[src/rtl/core/sptq_pkg.sv]
// Shared types and codes for the sorted priority task queue.
// No dependencies; imported by the cell and the top level.
`default_nettype none

package sptq_pkg;

  localparam int TASK_W = 8;
  localparam int PRIO_W = 8;
  localparam int OCC_W  = 5;

  typedef enum logic {
    OP_INSERT = 1'b0,
    OP_POP    = 1'b1
  } op_t;

  typedef enum logic [1:0] {
    STATUS_OK    = 2'd0,
    STATUS_FULL  = 2'd1,
    STATUS_EMPTY = 2'd2
  } status_t;

  // Input transaction payload.
  typedef struct packed {
    logic              op;
    logic [TASK_W-1:0] task_id;
    logic [PRIO_W-1:0] priority_req;
  } in_item_t;

  // Result transaction payload.
  typedef struct packed {
    logic [1:0]        status;
    logic              task_valid;
    logic [TASK_W-1:0] task_out;
    logic [OCC_W-1:0]  occupancy;
  } out_item_t;

  // One queue slot.
  typedef struct packed {
    logic [PRIO_W-1:0] prio;
    logic [TASK_W-1:0] task_id;
  } entry_t;

  // Command broadcast to every cell in the chain.
  typedef struct packed {
    logic              ins;
    logic              pop;
    logic [PRIO_W-1:0] prio;
    logic [TASK_W-1:0] task_id;
  } cell_cmd_t;

endpackage

`default_nettype wire

[src/rtl/core/sptq_cell.sv]
// One slot of the sorted queue chain: holds an entry, compares on insert,
// shifts toward the tail on insert and toward the head on pop. Uses sptq_pkg.
`default_nettype none

module sptq_cell (
  input  wire                 clk,
  input  wire                 occupied,
  input  sptq_pkg::cell_cmd_t cmd,
  input  wire                 below_left,
  input  sptq_pkg::entry_t    ent_left,
  input  sptq_pkg::entry_t    ent_right,
  output logic                below,
  output sptq_pkg::entry_t    ent
);
  import sptq_pkg::*;

  entry_t ent_r;
  entry_t ent_nxt;

  // New task lands at or before this slot: slot free or strictly lower prio.
  assign below = !occupied || (cmd.prio > ent_r.prio);
  assign ent   = ent_r;

  always_comb begin
    ent_nxt = ent_r;
    if (cmd.ins && below) begin
      if (below_left) begin
        ent_nxt = ent_left;
      end else begin
        ent_nxt.prio    = cmd.prio;
        ent_nxt.task_id = cmd.task_id;
      end
    end else if (cmd.pop) begin
      ent_nxt = ent_right;
    end
  end

  always_ff @(posedge clk) begin
    ent_r <= ent_nxt;
  end

endmodule

`default_nettype wire

[src/rtl/core/sorted_priority_task_queue.sv]
// Top level of the sorted priority task queue: a chain of sptq_cell slots,
// the entry count and the result register. Uses sptq_pkg and sptq_cell.
//
//  Channel | Direction | Handshake           | Payload
//  --------+-----------+---------------------+-----------------------------
//  in      | input     | in_valid / in_stall | in_data  (op, task_id, prio)
//  out     | output    | out_valid/out_stall | out_data (status, task, occ)
//
// One transaction per cycle while in_stall is low: every cell compares the
// incoming priority in parallel and the whole chain shifts by one slot in the
// same edge; out_valid rises in the cycle after acceptance.
// Reset (rst_n low, synchronous) empties the queue and drops any pending
// result; slot contents are not cleared, the count marks which are live.
// in_stall rises only while a result is held and out_stall is high.
`default_nettype none

module sorted_priority_task_queue #(
  parameter int QUEUE_DEPTH = 16
) (
  input  wire                 clk,
  input  wire                 rst_n,
  input  wire                 in_valid,
  output logic                in_stall,
  input  sptq_pkg::in_item_t  in_data,
  output logic                out_valid,
  input  wire                 out_stall,
  output sptq_pkg::out_item_t out_data
);
  import sptq_pkg::*;

  localparam int CNT_W = $clog2(QUEUE_DEPTH + 1);

  logic [CNT_W-1:0] count_r;
  logic [CNT_W-1:0] count_nxt;
  logic             out_valid_r;
  logic             out_valid_nxt;
  out_item_t        out_data_r;
  out_item_t        out_data_nxt;

  logic             in_acc;
  logic             is_full;
  logic             is_empty;
  cell_cmd_t        cmd;

  entry_t           ent   [QUEUE_DEPTH];
  logic             below [QUEUE_DEPTH];

  // Result register; holds while out_stall is high, else drains or refills.
  assign in_stall = out_valid_r && out_stall;
  assign in_acc   = in_valid && !in_stall;

  assign is_full  = (count_r >= CNT_W'(QUEUE_DEPTH));
  assign is_empty = (count_r == '0);

  always_comb begin
    cmd.ins     = in_acc && (in_data.op == OP_INSERT) && !is_full;
    cmd.pop     = in_acc && (in_data.op == OP_POP) && !is_empty;
    cmd.prio    = in_data.priority_req;
    cmd.task_id = in_data.task_id;
  end

  // Slot chain, head at index 0.
  for (genvar gi = 0; gi < QUEUE_DEPTH; gi++) begin : g_cell
    logic   occ;
    logic   bl;
    entry_t el;
    entry_t er;

    assign occ = (count_r > CNT_W'(gi));

    if (gi == 0) begin : g_head
      assign bl = 1'b0;
      assign el = ent[gi];
    end else begin : g_mid
      assign bl = below[gi-1];
      assign el = ent[gi-1];
    end

    if (gi == QUEUE_DEPTH - 1) begin : g_tail
      assign er = ent[gi];
    end else begin : g_inner
      assign er = ent[gi+1];
    end

    sptq_cell u_cell (
      .clk        (clk),
      .occupied   (occ),
      .cmd        (cmd),
      .below_left (bl),
      .ent_left   (el),
      .ent_right  (er),
      .below      (below[gi]),
      .ent        (ent[gi])
    );
  end

  always_comb begin
    count_nxt     = count_r;
    out_valid_nxt = out_valid_r && out_stall;
    out_data_nxt  = out_data_r;
    if (cmd.ins) begin
      count_nxt = count_r + CNT_W'(1);
    end else if (cmd.pop) begin
      count_nxt = count_r - CNT_W'(1);
    end
    if (in_acc) begin
      out_valid_nxt           = 1'b1;
      out_data_nxt.status     = STATUS_OK;
      out_data_nxt.task_valid = 1'b0;
      out_data_nxt.task_out   = '0;
      if (in_data.op == OP_INSERT) begin
        if (is_full) begin
          out_data_nxt.status = STATUS_FULL;
        end
      end else if (is_empty) begin
        out_data_nxt.status = STATUS_EMPTY;
      end else begin
        out_data_nxt.task_valid = 1'b1;
        out_data_nxt.task_out   = ent[0].task_id;
      end
      out_data_nxt.occupancy = OCC_W'(count_nxt);
    end
  end

  always_ff @(posedge clk) begin
    if (!rst_n) begin
      count_r     <= '0;
      out_valid_r <= 1'b0;
    end else begin
      count_r     <= count_nxt;
      out_valid_r <= out_valid_nxt;
    end
  end

  always_ff @(posedge clk) begin
    out_data_r <= out_data_nxt;
  end

  assign out_valid = out_valid_r;
  assign out_data  = out_data_r;

  // Count never runs past the chain length.
  a_count_bound: assert property (@(posedge clk) disable iff (!rst_n)
    count_r <= CNT_W'(QUEUE_DEPTH))
    else $error("queue count exceeds depth");

  // A pop of an empty queue reports empty and leaves the count at zero.
  a_pop_empty: assert property (@(posedge clk) disable iff (!rst_n)
    (in_acc && in_data.op == OP_POP && is_empty) |=>
      (out_valid && out_data.status == STATUS_EMPTY && count_r == '0))
    else $error("pop on empty queue mishandled");

  // An accepted insert into a non-full queue grows it by exactly one.
  a_insert_grow: assert property (@(posedge clk) disable iff (!rst_n)
    (in_acc && in_data.op == OP_INSERT && !is_full) |=>
      (count_r == $past(count_r) + CNT_W'(1)))
    else $error("insert did not grow queue");

  // A returned task always comes with an ok status.
  a_task_ok: assert property (@(posedge clk) disable iff (!rst_n)
    (out_valid && out_data.task_valid) |-> (out_data.status == STATUS_OK))
    else $error("task returned with error status");

endmodule

`default_nettype wire
[config.mk]
export PLATFORM = sky130hd
export DESIGN_NAME = sorted_priority_task_queue
export DESIGN_NICKNAME = d
export VERILOG_FILES = /design/src/rtl/core/sptq_pkg.sv /design/src/rtl/core/sptq_cell.sv /design/src/rtl/core/sorted_priority_task_queue.sv
export SDC_FILE = /design/constraint.sdc
export NUM_CORES = 1
export LEC_CHECK = 0
export BUFFER_PORTS_ARGS = -buffer_cell sky130_fd_sc_hd__buf_2
export CORE_MARGIN = 2
export CORE_UTILIZATION = 58
export DETAILED_ROUTE_END_ITERATION = 16
export HOLD_SLACK_MARGIN = 0.12
export PLACE_DENSITY = 0.89
export SLEW_MARGIN = 20
export SYNTH_ARGS = -nofsm -noshare
export SYNTH_HDL_FRONTEND = slang
export SYNTH_SLANG_ARGS = --single-unit
[constraint.sdc]
create_clock -name clk -period 3.88 [get_ports clk]
set_clock_uncertainty 0.2 [all_clocks]
set_input_delay 0.388 -clock clk [delete_from_list [all_inputs] [get_ports clk]]
set_output_delay 0.388 -clock clk [all_outputs]
set_load 0.005 [all_outputs]
==> impl_metrics.ini <==
[run_status]
status = finished clean

[clock_tree]
htreeDepth = 1
clk_pin_slew_ns = 0.06
cts_buffers = 29
cts_tree = yes
cts.sinks = 278
cts_resized = 0
cts-root-buf = clkbuf_16
cts_buffer_depth = 3
cts_hold_buf = 4
worstSkewPairLatency_ns = 0.57
postCtsSetupRepairBufs = 0

[logic_synthesis]
synth-seq-cells = 278
synth.cell_area_um2 = 17300
yosys_warnings = 0
async_reset_ff_frac = 0
synth-seq-area-share = 0.479
avgSynthCellArea_um2 = 10.7
ys.flop_type = edfxtp_1
syn_nets = 1767
synth_top_area_frac = 0.472
synth_largest_area_cell = edfxtp_1
netlist_instances = 1613
synth_edf_count = 272
synth_cell_types = 51
synth.area.top_cells = edfxtp_1 47%, mux2i_1 13%, ha_1 9.6%

[floorplan]
start_util = 0.586
num_io_pins = 39
die_height_um = 177
rows = 63
core_area_um2 = 29500
die_x_um = 177
die_area_um2 = 31200

[power]
powerDensity_nw_per_um2 = 592
ir_drop_v = 0.000374
total_power_w = 0.0113
p_leak_nw = 7.62

[layout]
drive_gt1_frac = 0.135
layout.cells.most_common = edfxtp_1
layout_common_cells = 272 x edfxtp_1, 250 x nand2_1, 234 x o21ai_0
stdcell_count = 2078
area_growth_pct = 10.8
fin_util = 0.650
fin_nets = 1818

[place]
gp_congestion = 0.898
dp.cells = 2018
numPortBuffers = 38
dp_hpwl_um = 31700

[detailed_routing]
drc = 0
wl_per_cell_um = 22.0
totalWireLength_um = 45700
antenna_left = 0
first_iter_violations = 1535
vias_per_cell = 6.37
num_vias = 13200
drt_first_pass_iters = 5

[sta]
fin_setup_tns_ns = 0
finalCritPeriodShare = 0.822
finalMaxSlewViolations = 0
period_needed_ns = 3.19
worstMarginPinSlew_ns = 1.06
fmax_mhz = 313
max-slew-margin-rel = 0.290
holdWs_ns = 0.285
hold_violations = 0
setup_viol = 0
rsz0062_at_grt = false

[critical_path]
end_kind = flip-flop
cp_max_fo = 11
cp-start-kind = flip-flop
r2r_setup_slack_ns = 0.69
path_class = reg -> reg
rr_worst_depth = 8
critPathRequiredTime_ns = 4.00
worst_ep_arrival_time_ns = 3.31
reg2reg_to = g_cell[12].u_cell.ent[3]$_DFFE_PP_
r2r-start = g_cell[11].u_cell.ent[15]$_DFFE_PP_

[run]
drv_cap = 0

[global_routing]
track_usage = 0.294
grt_max_degree = 34
overflow = 0
first_global_vias = 13100
antenna_found_initial = 1
grt_first_pass_wirelength_um = 71400

[min_path]
min-delay-start = in_data[0]
hp-class = in -> reg
hold_depth = 3
min_to = g_cell[15].u_cell.ent[8]$_DFFE_PP_
[synthesized netlist by cell type, types with 14 or more instances]
cell type	instances
nor2b_1	19
nand2_1	250
nor2_1	16
mux2_2	41
edfxtp_1	272
nand4_1	27
o21ai_0	235
inv_1	119
and2_1	16
ha_1	133
mux2i_1	216
clkbuf_1	59
o211ai_1	14
a21oi_1	58
[where the power goes]
part | switching (W) | total, W | internal [W]
Clock | 0.00119 | 0.00279 | 0.00161
Sequential | 0.000559 | 0.00487 | 0.00431
Combinational | 0.00220 | 0.00368 | 0.00148
[critical path, stage by stage, from the launching register on]
cell and delay, ns:
edfxtp_1 0.41, inv_1 0.07, ha_1 0.32, nand4_1 0.14, nor2_1 0.17, a21oi_1 0.11, nor3_2 0.82, mux2_2 0.43
mux2_2 0.27
[state kept, by name, summed over array words and instances, names as in the netlist]
signal,cells
out_valid,1
out_data,16
count_r,5
g_cell.u_cell.ent,256
[worst max-delay path by stage]
stage / start / to / slack [ns]
after floorplan: in_data[0] / g_cell[15].u_cell.ent[0]$_DFFE_PP_ / 0.24
after global placement: in_data[1] / g_cell[12].u_cell.ent[2]$_DFFE_PP_ / 0.47
after detailed placement: in_data[1] / g_cell[12].u_cell.ent[3]$_DFFE_PP_ / 0.32
after CTS: g_cell[11].u_cell.ent[15]$_DFFE_PP_ / g_cell[12].u_cell.ent[3]$_DFFE_PP_ / 0.73
after global routing: count_r[1]$_SDFF_PN0_ / g_cell[10].u_cell.ent[6]$_DFFE_PP_ / 0.58
final: g_cell[11].u_cell.ent[15]$_DFFE_PP_ / g_cell[12].u_cell.ent[3]$_DFFE_PP_ / 0.69
[stage by stage]
step / area (um^2) / setup slack [ns]
finish: 19200 / 0.689
global route: 19200 / 0.576
CTS: 19100 / 0.733
detailed placement: 18200 / 0.323
global placement: 18200 / 0.470
floorplan: 17300 / 0.240
[metal layers]
layer | GRT usage | vias to the layer above | routed length [um]
li1 | - | 5994 | -
met1 | 0.396 | 6370 | 17800
met2 | 0.471 | 733 | 21200
met3 | 0.0460 | 135 | 4630
met4 | 0.131 | 0 | 2070
met5 | 0 | - | 0
[cell type report]
class / instances / area (um^2)
multi-input cells: 1132 / 8270
flip-flops and latches: 278 / 8290
inverters: 119 / 447
clock buffers: 37 / 776
diodes: 1 / 2.50
clock inverters: 17 / 165
well taps: 390 / 488
repair buffers: 104 / 724
fillers: 2077 / 10300
[kinds of logic after synthesis]
logic type / Yosys count / share of synthesized area
simple gates: 364 / 0.0965
mux: 266 / 0.160
xor+xnor: 3 / 0.00152
compound gates: 366 / 0.118
flops: 278 / 0.479
fa+ha+maj: 133 / 0.0962
buf+inv: 203 / 0.0493
Power figures use the tool's default switching activity.
